## src/rtl/ppdf_pkg.sv

```systemverilog
// Shared constants and types for the parallel port dual FIFO bridge.
`default_nettype none

package ppdf_pkg;

  // FIFO depths.
  localparam int RX_DEPTH = 128;
  localparam int TX_DEPTH = 256;

  // Slot address widths.
  localparam int RX_AW = (RX_DEPTH > 1) ? $clog2(RX_DEPTH) : 1;
  localparam int TX_AW = (TX_DEPTH > 1) ? $clog2(TX_DEPTH) : 1;

  // Pointers run modulo twice the depth.
  localparam int RX_PW = $clog2(2 * RX_DEPTH);
  localparam int TX_PW = $clog2(2 * TX_DEPTH);

  // Level width, one bit more than the pointer.
  localparam int RX_LW = RX_PW + 1;
  localparam int TX_LW = TX_PW + 1;

  // Event codes.
  typedef enum logic [2:0] {
    OP_HOST_IN   = 3'd0,
    OP_RD_LOW    = 3'd1,
    OP_RD_HIGH   = 3'd2,
    OP_WR_STROBE = 3'd3,
    OP_DRAIN     = 3'd4
  } op_t;

endpackage

`default_nettype wire

```

## src/rtl/parallel_port_dual_fifo.sv

```systemverilog
// Top level of the parallel port dual FIFO bridge.
//
// The input channel carries one event per request: a host byte into the
// receive FIFO, a read strobe low or high, a write strobe into the transmit
// FIFO, or a host drain of the transmit FIFO. Every request yields exactly
// one result request on the output channel, carrying the bus byte, the bus
// drive state, the RXF and TXE lines, the drained byte and the accept flag.
// Both FIFOs live in synchronous RAMs with registered read data.
// A request is accepted, its RAM access and pointer update happen at that
// edge, and the result is registered in the following cycle from the RAM
// read data. No new request is taken while one is pending; the next request
// can be taken in the cycle after the result is loaded unless the receiver
// stalls, so the block never takes a request before the last one is through.
// While the receiver stalls, the result register holds and no further
// request is accepted.
// Reset clears both FIFOs to empty, raises RXF, lowers TXE and releases
// the bus; RAM contents are undefined until written.
`default_nettype none

module parallel_port_dual_fifo (
  input  wire logic       clk,
  input  wire logic       rst_n,
  input  wire logic       in_valid,
  output logic            in_stall,
  input  wire logic [2:0] in_operation,
  input  wire logic [7:0] in_host_data,
  input  wire logic [7:0] in_write_data,
  output logic            out_valid,
  input  wire logic       out_stall,
  output logic [7:0]      out_read_data,
  output logic            out_bus_driven,
  output logic            out_rx_empty_flag,
  output logic            out_tx_full_flag,
  output logic [7:0]      out_host_out_byte,
  output logic            out_host_out_valid,
  output logic            out_accepted
);

  import ppdf_pkg::*;

  // Pointer and line state.
  logic [RX_PW-1:0] rx_wp_r, rx_wp_nxt, rx_rp_r, rx_rp_nxt;
  logic [TX_PW-1:0] tx_wp_r, tx_wp_nxt, tx_rp_r, tx_rp_nxt;
  logic             rx_empty_line_r, rx_empty_line_nxt;
  logic             tx_full_line_r, tx_full_line_nxt;
  logic             bus_drive_r, bus_drive_nxt;

  // Pending request bookkeeping.
  logic pend_r, pend_nxt;
  logic pend_rd_r, pend_rd_nxt;
  logic pend_drain_r, pend_drain_nxt;
  logic pend_acc_r, pend_acc_nxt;

  // Result register.
  logic       out_valid_r, out_valid_nxt;
  logic [7:0] out_read_data_r, out_read_data_nxt;
  logic       out_bus_driven_r, out_bus_driven_nxt;
  logic       out_rx_empty_r, out_rx_empty_nxt;
  logic       out_tx_full_r, out_tx_full_nxt;
  logic [7:0] out_host_byte_r, out_host_byte_nxt;
  logic       out_host_valid_r, out_host_valid_nxt;
  logic       out_accepted_r, out_accepted_nxt;

  // RAM ports.
  logic             rx_we, rx_re, tx_we, tx_re;
  logic [RX_AW-1:0] rx_waddr, rx_raddr;
  logic [TX_AW-1:0] tx_waddr, tx_raddr;
  logic [7:0]       rx_rdata, tx_rdata;

  // Levels and status.
  logic [RX_LW-1:0] rx_lvl;
  logic [TX_LW-1:0] tx_lvl;
  logic             rx_empty, rx_full, tx_empty, tx_full, tx_last_slot;
  logic             in_acc, out_take;

  // Handshakes.
  assign out_take = out_valid_r & ~out_stall;
  assign in_stall = pend_r | (out_valid_r & out_stall);
  assign in_acc   = in_valid & ~in_stall;

  // FIFO levels from the pointer difference modulo twice the depth.
  always_comb begin
    if (rx_wp_r >= rx_rp_r) begin
      rx_lvl = {1'b0, rx_wp_r} - {1'b0, rx_rp_r};
    end else begin
      rx_lvl = {1'b0, rx_wp_r} + RX_LW'(2 * RX_DEPTH) - {1'b0, rx_rp_r};
    end
    if (tx_wp_r >= tx_rp_r) begin
      tx_lvl = {1'b0, tx_wp_r} - {1'b0, tx_rp_r};
    end else begin
      tx_lvl = {1'b0, tx_wp_r} + TX_LW'(2 * TX_DEPTH) - {1'b0, tx_rp_r};
    end
  end

  assign rx_empty     = (rx_wp_r == rx_rp_r);
  assign tx_empty     = (tx_wp_r == tx_rp_r);
  assign rx_full      = (rx_lvl == RX_LW'(RX_DEPTH));
  assign tx_full      = (tx_lvl == TX_LW'(TX_DEPTH));
  assign tx_last_slot = (tx_lvl == TX_LW'(TX_DEPTH - 1));

  // Slot addresses fold the pointer back into the depth.
  always_comb begin
    rx_waddr = (rx_wp_r >= RX_PW'(RX_DEPTH)) ? RX_AW'(rx_wp_r - RX_PW'(RX_DEPTH))
                                              : RX_AW'(rx_wp_r);
    rx_raddr = (rx_rp_r >= RX_PW'(RX_DEPTH)) ? RX_AW'(rx_rp_r - RX_PW'(RX_DEPTH))
                                              : RX_AW'(rx_rp_r);
    tx_waddr = (tx_wp_r >= TX_PW'(TX_DEPTH)) ? TX_AW'(tx_wp_r - TX_PW'(TX_DEPTH))
                                              : TX_AW'(tx_wp_r);
    tx_raddr = (tx_rp_r >= TX_PW'(TX_DEPTH)) ? TX_AW'(tx_rp_r - TX_PW'(TX_DEPTH))
                                              : TX_AW'(tx_rp_r);
  end

  // Event decode: RAM accesses, pointer and line updates at acceptance.
  always_comb begin
    rx_wp_nxt         = rx_wp_r;
    rx_rp_nxt         = rx_rp_r;
    tx_wp_nxt         = tx_wp_r;
    tx_rp_nxt         = tx_rp_r;
    rx_empty_line_nxt = rx_empty_line_r;
    tx_full_line_nxt  = tx_full_line_r;
    bus_drive_nxt     = bus_drive_r;
    rx_we             = 1'b0;
    rx_re             = 1'b0;
    tx_we             = 1'b0;
    tx_re             = 1'b0;
    pend_nxt          = 1'b0;
    pend_rd_nxt       = pend_rd_r;
    pend_drain_nxt    = pend_drain_r;
    pend_acc_nxt      = pend_acc_r;
    if (in_acc) begin
      pend_nxt       = 1'b1;
      pend_rd_nxt    = 1'b0;
      pend_drain_nxt = 1'b0;
      pend_acc_nxt   = 1'b1;
      case (in_operation)
        OP_HOST_IN: begin
          if (!rx_full) begin
            rx_we             = 1'b1;
            rx_wp_nxt         = (rx_wp_r == RX_PW'(2 * RX_DEPTH - 1)) ? '0 : rx_wp_r + 1'b1;
            rx_empty_line_nxt = 1'b0;
          end else begin
            pend_acc_nxt = 1'b0;
          end
        end
        OP_RD_LOW: begin
          rx_re         = 1'b1;
          pend_rd_nxt   = 1'b1;
          bus_drive_nxt = 1'b1;
          if (!rx_empty) begin
            rx_rp_nxt = (rx_rp_r == RX_PW'(2 * RX_DEPTH - 1)) ? '0 : rx_rp_r + 1'b1;
          end
        end
        OP_RD_HIGH: begin
          bus_drive_nxt = 1'b0;
          if (rx_empty) begin
            rx_empty_line_nxt = 1'b1;
          end
        end
        OP_WR_STROBE: begin
          if (!tx_full) begin
            tx_we     = 1'b1;
            tx_wp_nxt = (tx_wp_r == TX_PW'(2 * TX_DEPTH - 1)) ? '0 : tx_wp_r + 1'b1;
            if (tx_last_slot) begin
              tx_full_line_nxt = 1'b1;
            end
          end else begin
            pend_acc_nxt     = 1'b0;
            tx_full_line_nxt = 1'b1;
          end
        end
        OP_DRAIN: begin
          if (!tx_empty) begin
            tx_re            = 1'b1;
            pend_drain_nxt   = 1'b1;
            tx_rp_nxt        = (tx_rp_r == TX_PW'(2 * TX_DEPTH - 1)) ? '0 : tx_rp_r + 1'b1;
            tx_full_line_nxt = 1'b0;
          end
        end
        default: begin
        end
      endcase
    end
  end

  // Result assembly once the RAM data has arrived.
  always_comb begin
    out_valid_nxt      = out_valid_r & ~out_take;
    out_read_data_nxt  = out_read_data_r;
    out_bus_driven_nxt = out_bus_driven_r;
    out_rx_empty_nxt   = out_rx_empty_r;
    out_tx_full_nxt    = out_tx_full_r;
    out_host_byte_nxt  = out_host_byte_r;
    out_host_valid_nxt = out_host_valid_r;
    out_accepted_nxt   = out_accepted_r;
    if (pend_r) begin
      out_valid_nxt      = 1'b1;
      out_read_data_nxt  = pend_rd_r ? rx_rdata : 8'd0;
      out_bus_driven_nxt = bus_drive_r;
      out_rx_empty_nxt   = rx_empty_line_r;
      out_tx_full_nxt    = tx_full_line_r;
      out_host_byte_nxt  = pend_drain_r ? tx_rdata : 8'd0;
      out_host_valid_nxt = pend_drain_r;
      out_accepted_nxt   = pend_acc_r;
    end
  end

  // State registers.
  always_ff @(posedge clk) begin
    if (!rst_n) begin
      rx_wp_r         <= '0;
      rx_rp_r         <= '0;
      tx_wp_r         <= '0;
      tx_rp_r         <= '0;
      rx_empty_line_r <= 1'b1;
      tx_full_line_r  <= 1'b0;
      bus_drive_r     <= 1'b0;
      pend_r          <= 1'b0;
      out_valid_r     <= 1'b0;
    end else begin
      rx_wp_r         <= rx_wp_nxt;
      rx_rp_r         <= rx_rp_nxt;
      tx_wp_r         <= tx_wp_nxt;
      tx_rp_r         <= tx_rp_nxt;
      rx_empty_line_r <= rx_empty_line_nxt;
      tx_full_line_r  <= tx_full_line_nxt;
      bus_drive_r     <= bus_drive_nxt;
      pend_r          <= pend_nxt;
      out_valid_r     <= out_valid_nxt;
    end
  end

  // Payload registers.
  always_ff @(posedge clk) begin
    pend_rd_r        <= pend_rd_nxt;
    pend_drain_r     <= pend_drain_nxt;
    pend_acc_r       <= pend_acc_nxt;
    out_read_data_r  <= out_read_data_nxt;
    out_bus_driven_r <= out_bus_driven_nxt;
    out_rx_empty_r   <= out_rx_empty_nxt;
    out_tx_full_r    <= out_tx_full_nxt;
    out_host_byte_r  <= out_host_byte_nxt;
    out_host_valid_r <= out_host_valid_nxt;
    out_accepted_r   <= out_accepted_nxt;
  end

  // Receive FIFO storage.
  ppdf_ram #(
    .DEPTH (RX_DEPTH),
    .WIDTH (8)
  ) u_rx_ram (
    .clk   (clk),
    .we    (rx_we),
    .waddr (rx_waddr),
    .wdata (in_host_data),
    .re    (rx_re),
    .raddr (rx_raddr),
    .rdata (rx_rdata)
  );

  // Transmit FIFO storage.
  ppdf_ram #(
    .DEPTH (TX_DEPTH),
    .WIDTH (8)
  ) u_tx_ram (
    .clk   (clk),
    .we    (tx_we),
    .waddr (tx_waddr),
    .wdata (in_write_data),
    .re    (tx_re),
    .raddr (tx_raddr),
    .rdata (tx_rdata)
  );

  // Output ports.
  assign out_valid          = out_valid_r;
  assign out_read_data      = out_read_data_r;
  assign out_bus_driven     = out_bus_driven_r;
  assign out_rx_empty_flag  = out_rx_empty_r;
  assign out_tx_full_flag   = out_tx_full_r;
  assign out_host_out_byte  = out_host_byte_r;
  assign out_host_out_valid = out_host_valid_r;
  assign out_accepted       = out_accepted_r;

  // Every accepted request is followed by a result on the output.
  a_result_follows: assert property (@(posedge clk) disable iff (!rst_n)
    in_acc |=> ##1 out_valid_r)
    else $error("result not offered two cycles after acceptance");

  // The receive level never exceeds the depth.
  a_rx_level: assert property (@(posedge clk) disable iff (!rst_n)
    rx_lvl <= RX_LW'(RX_DEPTH))
    else $error("receive FIFO level beyond depth");

  // TXE high only while the transmit FIFO is full.
  a_txe_full: assert property (@(posedge clk) disable iff (!rst_n)
    tx_full_line_r |-> tx_full)
    else $error("TXE line high with room in transmit FIFO");

  // RXF high only while the receive FIFO is empty.
  a_rxf_empty: assert property (@(posedge clk) disable iff (!rst_n)
    rx_empty_line_r |-> rx_empty)
    else $error("RXF line high with data in receive FIFO");

endmodule

`default_nettype wire

```

## src/rtl/ppdf_ram.sv

```systemverilog
// Generic single-port-write, single-port-read synchronous RAM with registered read data.
`default_nettype none

module ppdf_ram #(
  parameter int DEPTH = 128,
  parameter int WIDTH = 8,
  parameter int AW    = (DEPTH > 1) ? $clog2(DEPTH) : 1
) (
  input  wire logic             clk,
  input  wire logic             we,
  input  wire logic [AW-1:0]    waddr,
  input  wire logic [WIDTH-1:0] wdata,
  input  wire logic             re,
  input  wire logic [AW-1:0]    raddr,
  output logic      [WIDTH-1:0] rdata
);

  logic [WIDTH-1:0] mem [DEPTH];

  // Write port.
  always_ff @(posedge clk) begin
    if (we) begin
      mem[waddr] <= wdata;
    end
  end

  // Read port, registered read data.
  always_ff @(posedge clk) begin
    if (re) begin
      rdata <= mem[raddr];
    end
  end

endmodule

`default_nettype wire

```

## config.mk

```make
export PLATFORM = sky130hd
export DESIGN_NAME = parallel_port_dual_fifo
export DESIGN_NICKNAME = d
export VERILOG_FILES = /design/src/rtl/ppdf_pkg.sv /design/src/rtl/parallel_port_dual_fifo.sv /design/src/rtl/ppdf_ram.sv
export SDC_FILE = /design/constraint.sdc
export NUM_CORES = 2
export LEC_CHECK = 0
export BUFFER_PORTS_ARGS = -buffer_cell sky130_fd_sc_hd__buf_2
export CAP_MARGIN = 20
export CORE_MARGIN = 4
export CORE_UTILIZATION = 60
export DETAILED_ROUTE_END_ITERATION = 6
export PLACE_DENSITY = 0.86
export SLEW_MARGIN = 20
export SYNTH_ARGS = -nofsm -noshare
export SYNTH_HDL_FRONTEND = slang
export SYNTH_SLANG_ARGS = --single-unit
```

## constraint.sdc

```tcl
create_clock -name clk -period 12.7 [get_ports clk]
set_input_delay 0.635 -clock clk [delete_from_list [all_inputs] [get_ports clk]]
set_output_delay 0.635 -clock clk [all_outputs]
set_load 0.01 [all_outputs]
```

After elaboration in Yosys (flattened, before gate mapping)
Memories as Yosys holds them, arrays and structs flattened. A register that Yosys moved wholly into a read port is not among the register bits.
Index checks and enable logic that the tools add are counted.
Widths: inputs -> output; s select.
{"block": "op_classes", "add_sub_neg": 14, "multipliers": 0, "div_mod_pow": 0, "order_cmp": 6, "eq_ne": 17, "shifts": 0, "mux": 36, "bitwise": 12, "n_reduce_logical": 11}
{"operator": "$mux 8", "count": 4}
{"operator": "$mux 9", "count": 3}
{"operator": "$mux 1", "count": 22}
{"operator": "$add 9x1->9 const B", "count": 2}
{"operator": "$eq 9x9->1 const B", "count": 2}
{"operator": "$ge 9x9->1 const B", "count": 2}
{"operator": "$add 8x1->8 const B", "count": 2}
{"operator": "$eq 8x8->1 const B", "count": 2}
{"operator": "$ge 8x8->1 const B", "count": 2}
{"operator": "$sub 8x1->8 const B", "count": 2}
{"operator": "$mux 7", "count": 2}
{"operator": "$sub 7x1->7 const B", "count": 2}
{"operator": "$reduce_and 3->1", "count": 4}
{"operator": "$add 9x10->10 const B", "count": 1}
{"operator": "$eq 10x8->1 const B", "count": 1}
{"operator": "$eq 10x9->1 const B", "count": 1}
{"operator": "$mux 10", "count": 1}
{"operator": "$sub 10x9->10", "count": 1}
{"operator": "$sub 9x9->10", "count": 1}
{"operator": "$add 8x9->9 const B", "count": 1}
{"operator": "$eq 9x8->1 const B", "count": 1}
{"operator": "$eq 9x9->1", "count": 1}
{"operator": "$ge 9x9->1", "count": 1}
{"operator": "$sub 8x8->9", "count": 1}
{"operator": "other kinds (16)", "count": 34}
{"block": "totals", "reg_bits": 63, "latchBits": 0, "ram_bits": 3072, "mem_bits_ro": 0, "input_bits": 23, "out_inout_bits": 23, "mem_count": 2}
{"memory": "u_tx_ram.mem", "depth": 256, "width": 8, "rd": 1, "rd_clocked_by_memory_dff": 1, "wr": 1, "line_no": "ppdf_ram.sv:18", "text": "logic [WIDTH-1:0] mem [DEPTH];"}
{"memory": "u_rx_ram.mem", "depth": 128, "width": 8, "rd": 1, "rd_clocked_by_memory_dff": 1, "wr": 1, "line_no": "ppdf_ram.sv:18"}

Longest topological paths before layout
{"block": "depth", "ltp_word": 9, "ltp_mapped": 16, "ltp_nobuf": 12}

By module
A second synthesis with hierarchy kept.
{"block": "hier_totals", "hier_cells": 5761, "area_unflattened_um2": 123114.3}
{"mod": "ppdf_ram at u_tx_ram", "instances": 1, "cells_per_inst": 3733, "area_each_um2": 79636.4, "seq_area_each_um2": 61739.2}
{"mod": "ppdf_ram at u_rx_ram", "instances": 1, "cells_per_inst": 1635, "area_each_um2": 39745.6, "seq_area_each_um2": 30989.7}
{"mod": "parallel_port_dual_fifo", "instances": 1, "cells_per_inst": 393, "area_each_um2": 3732.3, "seq_area_each_um2": 1501.4}

Worst setup path before layout
No wires, ideal clock.
{"block": "synth_path", "kind": "register to register", "startpoint": "register tx_rp_r[3]", "endpoint": "memory u_tx_ram.mem[102][0], enable pin", "setup_time_ps": 370, "arrival_ps": 4037, "t_required_ps": 12330, "path_slack_ps": 8293, "path_stages_with_launch": 17, "cell_sequence": "dfxtp_1 -> buf_2 -> inv_2 -> buf_2 -> clkbuf_1 -> clkbuf_1 -> ha_1 -> and3_1 -> a221oi_2 -> xnor2_1 -> nor4_1 -> and3_1 -> a21oi_2 -> buf_6 -> nand3_1 -> buf_2 -> nor2_1"}
{"block": "synth_between", "elab_chain_len": 8}
{"element": "from (decl)", "line_no": "parallel_port_dual_fifo.sv:43", "text": "logic [TX_PW-1:0] tx_wp_r, tx_wp_nxt, tx_rp_r, tx_rp_nxt;"}
{"element": "from (signal assigned)", "line_no": "parallel_port_dual_fifo.sv:223", "text": "tx_rp_r <= tx_rp_nxt;"}
{"element": "$sub 10x9->10, or another cell as far along", "line_no": "parallel_port_dual_fifo.sv:91", "text": "tx_lvl = {1'b0, tx_wp_r} + TX_LW'(2 * TX_DEPTH) - {1'b0, tx_rp_r};"}
{"element": "$mux 10 (*)", "line_no": "parallel_port_dual_fifo.sv:88", "text": "if (tx_wp_r >= tx_rp_r) begin"}
{"element": "$eq 10x9->1 (*)", "line_no": "parallel_port_dual_fifo.sv:98", "text": "assign tx_full = (tx_lvl == TX_LW'(TX_DEPTH));"}
{"element": "$mux 1 (*)", "line_no": "parallel_port_dual_fifo.sv:160", "text": "if (!tx_full) begin"}
{"element": "$mux 1 (*)", "line_no": "parallel_port_dual_fifo.sv:135", "text": "case (in_operation)"}
{"element": "$mux 1 (*)", "line_no": "parallel_port_dual_fifo.sv:130", "text": "if (in_acc) begin"}
{"element": "$mux 1 (*)", "line_no": "ppdf_ram.sv:22", "text": "if (we) begin"}
{"element": "$mux 1 (not written as such) (*)", "line_no": "ppdf_ram.sv:23", "text": "mem[waddr] <= wdata;"}
{"element": "to (decl)", "line_no": "ppdf_ram.sv:18"}
Mark *: on every way between the ends. The rest lies on a longest branch, timed or not.

Worst setup path in the final report
{"block": "layout_path", "startpoint": "register tx_rp_r[0]", "endpoint": "register u_tx_ram.rdata[7], read port of u_tx_ram.mem, data pin"}
{"block": "layout_between", "elab_chain_len": 4}
{"element": "branches (longest 4 deep; another with $sub 8x1->8)"}
{"element": "to (decl)", "line_no": "ppdf_ram.sv:15", "text": "output logic [WIDTH-1:0] rdata"}
Parallel ways; which one is timed is not known.
A chain may end at the register's enable or synchronous reset.

==> results_dict.tcl <==
set metrics [dict create \
    status "finished, violations left" \
    violations "DRC" \
    totalNegativeSetupSlack_ns 0 \
    cts_root_buffer "clkbuf_16" \
    syn_area_um2 122800 \
    ys_async_sr_fraction_pct 0 \
    path_clk_slew_ns 0.07 \
    cts_sinks 3151 \
    worst_hold_path_type "input pin to flip-flop" \
    clkPwrFrac_pct 44.4 \
    yosys.area_share.xor_xnor_pct 0.1426 \
    crit_arrival_ns 7.21 \
    first_iter_violations 13436 \
    h-tree-depth 5 \
    fp.coreArea_um2 202900 \
    cts_tree "yes" \
    setup_viol 0 \
    drc 59 \
    maxSlewViolCount 0 \
    setup.worst_path.end_class "flip-flop" \
    yosys.area.top_type "edfxtp_1" \
    rsz0062_at_grt "no" \
    clock_latency_ns 0.97 \
    fillers 11329 \
    ctsResizeCount 0 \
    report.final.hold_viol_count 0 \
    gp_congestion 0.9507 \
    grt-ovfl-total 0 \
    switchingPower_w 0.004211 \
    setup_ws_ns 6.191 \
    drive_above_1_share_pct 23.72 \
    synth-simple-area-share_pct 2.903 \
    die_y_um 460.4 \
    finalCritPeriodShare_pct 51.25 \
    critPathLaunchType "flip-flop" \
    p_seq_share_pct 54.4 \
    wl_per_cell_um 39.63 \
    path_class "flip-flop to flip-flop" \
    die_x_um 460.4 \
    antenna_found_initial 18 \
    synth_ff_type "edfxtp_1" \
    vias 67160 \
    io_buffers 45 \
    drt-total-wl_um 350300 \
    powerDensity_nw_per_um2 154.6 \
    path_max_fanout 84 \
    yosysSeqAreaShare_pct 76.73 \
    fp-row-count 165 \
    ant_nets 0 \
    grt_first_pass_wirelength_um 497800 \
    synth_nets 5857 \
    synth-adder-area-share_pct 0.2975 \
    muxShareOfSynthArea_pct 16.06 \
    yosys.cell_types.count 71 \
    layout.nets 5989 \
    finalClockSkew_ns 0.08782 \
    p_int_w 0.01680 \
    worstPathRequired_ns 13.40 \
    power_frac_comb_pct 1.2 \
    synth-compound-area-share_pct 2.413 \
    cts.path.max_buffers 4 \
    avgSynthCellArea_um2 21.15 \
    ys_ff_latch 3151 \
    relSlewSlack_pct 17.24 \
    worst_slew_pin_slew_ns 1.234 \
    io_pins 46 \
    dieArea_um2 212000 \
    numCtsBuffers 318 \
    synth_warnings 0 \
    place_hpwl_um 186400 \
    switching_share_pct 20.05 \
    viasPerCell 7.598 \
    synth.area.top_cells "edfxtp_1 (76%), mux4_2 (14%), nor2_1 (1.4%)" \
    drv_cap 0 \
    max_freq_ghz 0.1536 \
    static-leakage-power_nw 40.83 \
    finalCriticalPeriod_ns 6.509 \
    synth_enable_flop_cells 3112 \
    start_util_pct 60.51 \
    grt_pass1_vias 66744 \
    synth.top_cell.area_share_pct 76.09 \
    drt-pass1-iter-count 7 \
    syn_to_final_growth_pct 10.67 \
    dp_slack_ns 6.302 \
    synth_top_family_by_area "multiplexers" \
    grt_max_degree 190 \
    track_usage_pct 33.09 \
    peakVddDrop_v 0.0001738 \
    syn-instance-count 5806 \
]
## critical path, stage by stage, from the launching register on
cell and delay (ns):
dfxtp_4 0.76, buf_12 0.32, buf_16 0.51, buf_4 0.71, buf_4 0.76, buf_4 0.76
mux4_2 0.59, a22oi_1 0.28, nand2_1 0.12, o21ai_0 0.43, a2111oi_0 0.25, buf_4 0.25
a311o_1 0.27
## area by class of cell
class                   instances  area, µm²  share of cell area (%)
diodes                         15      37.54                 0.02762
clock buffers                 373       8323                   6.124
clock inverters               161       1688                   1.242
inverters                      27      108.9                 0.08009
multi-input cells            2289      26880                   19.78
flip-flops and latches       3151      94260                   69.35
well taps                    2672       3343                   2.460
repair buffers                151       1281                  0.9427
## per-stage QoR
step                      hold WS, ns  cells  total power [W]  instance area [µm²]  utilization (%)
after floorplan                0.4003   5806          0.01168               122800                -
after global placement         0.4143   8285          0.01188               125800            61.97
after detailed placement       0.4195   8285          0.01189               125800            61.98
after CTS                     0.01584   8820          0.02097               135800            66.92
after global routing          0.03670   8825          0.02147               135900            66.96
final                         0.05844   8839          0.02101               135900            66.97
## routing by layer
metal | track usage [%] | vias up | share of wire, %
met3 | 10.23 | 1725 | 15
met2 | 50.85 | 7396 | 47
met4 | 18.69 | 14 | 7.5
li1 | - | 24419 | -
met5 | 0 | - | 0.034
met1 | 42.52 | 33606 | 31
## layout by cell type, fill, tap and decap left out, drive strengths merged, types with 35 or more instances in the layout
cell type / count
mux2i: 160
a22oi: 35
o22ai: 52
dfxtp: 39
mux2: 45
a21oi: 84
clkinv: 106
nand2: 160
edfxtp: 3112
clkbuf: 382
o21ai: 49
mux4: 782
nand3: 65
nor2: 469
buf: 141
## synthesized netlist by cell type (all sizes together), types with 13 or more instances
master     n
edfxtp  3112
mux4     782
nor2     469
buf      201
mux2i    160
nand2    160
clkbuf   138
a21oi     84
nand3     65
o22ai     52
o21ai     49
mux2      45
dfxtp     39
a22oi     35
o221ai    33
a211oi    27
ha        26
inv       25
and2      23
a221oi    19
nor2b     17
nor3      17
xnor2     16
a22o      15
a31oi     15
nand4     15
o21a      13
## path summary, 6_finish.rpt
path / slack (ns) / cells past startpoint / to / from
hold reg to reg: 0.44 / 0 / out_tx_full_flag / tx_full_line_r
setup / recovery: 6.19 / 12 / u_tx_ram.rdata[7] / tx_rp_r[0]
setup reg to reg: 6.19 / 12 / u_tx_ram.rdata[7] / tx_rp_r[0]
hold / removal: 0.06 / 1 / u_rx_ram.mem[111][4] / in_host_data[4]
## power groups by stage
stage | clock network (W) | registers [W] | logic (W)
after floorplan | 0 | 0.0117 | 0.0000296
after global placement | 0 | 0.0117 | 0.000225
after detailed placement | 0 | 0.0117 | 0.000239
after CTS | 0.00930 | 0.0114 | 0.000243
after global routing | 0.00978 | 0.0114 | 0.000261
final | 0.00932 | 0.0114 | 0.000253
## cell families (layout without fill, tap and decap cells)
logic type                 count (synthesis)  after routing
adders and majority gates                 28             28
muxes                                    987            987
and+or+nand+nor                          828            828
DFF                                     3151           3151
AOI/OAI and AO/OA                        426            426
other                                      0             15
xor gates and xnor gates                  20             20
buffers and inverters                    366            712
## flip-flops by register name (all words and copies together), names as in the netlist, 8 cells and up
| signal | cells |
|---|---|
| tx_wp_r | 9 |
| tx_rp_r | 9 |
| u_tx_ram.mem | 2048 |
| u_tx_ram.rdata | 8 |
| out_host_out_byte | 8 |
| u_rx_ram.mem | 1024 |
| out_read_data | 8 |
| rx_rp_r | 8 |
| rx_wp_r | 8 |
| u_rx_ram.rdata | 8 |
## timing repair
item                      CTS  global route
hold endpoints to repair    1             0
hold buffers                1             0
buffers inserted            0             0
Note: power is estimated with default switching activity, not from simulation.
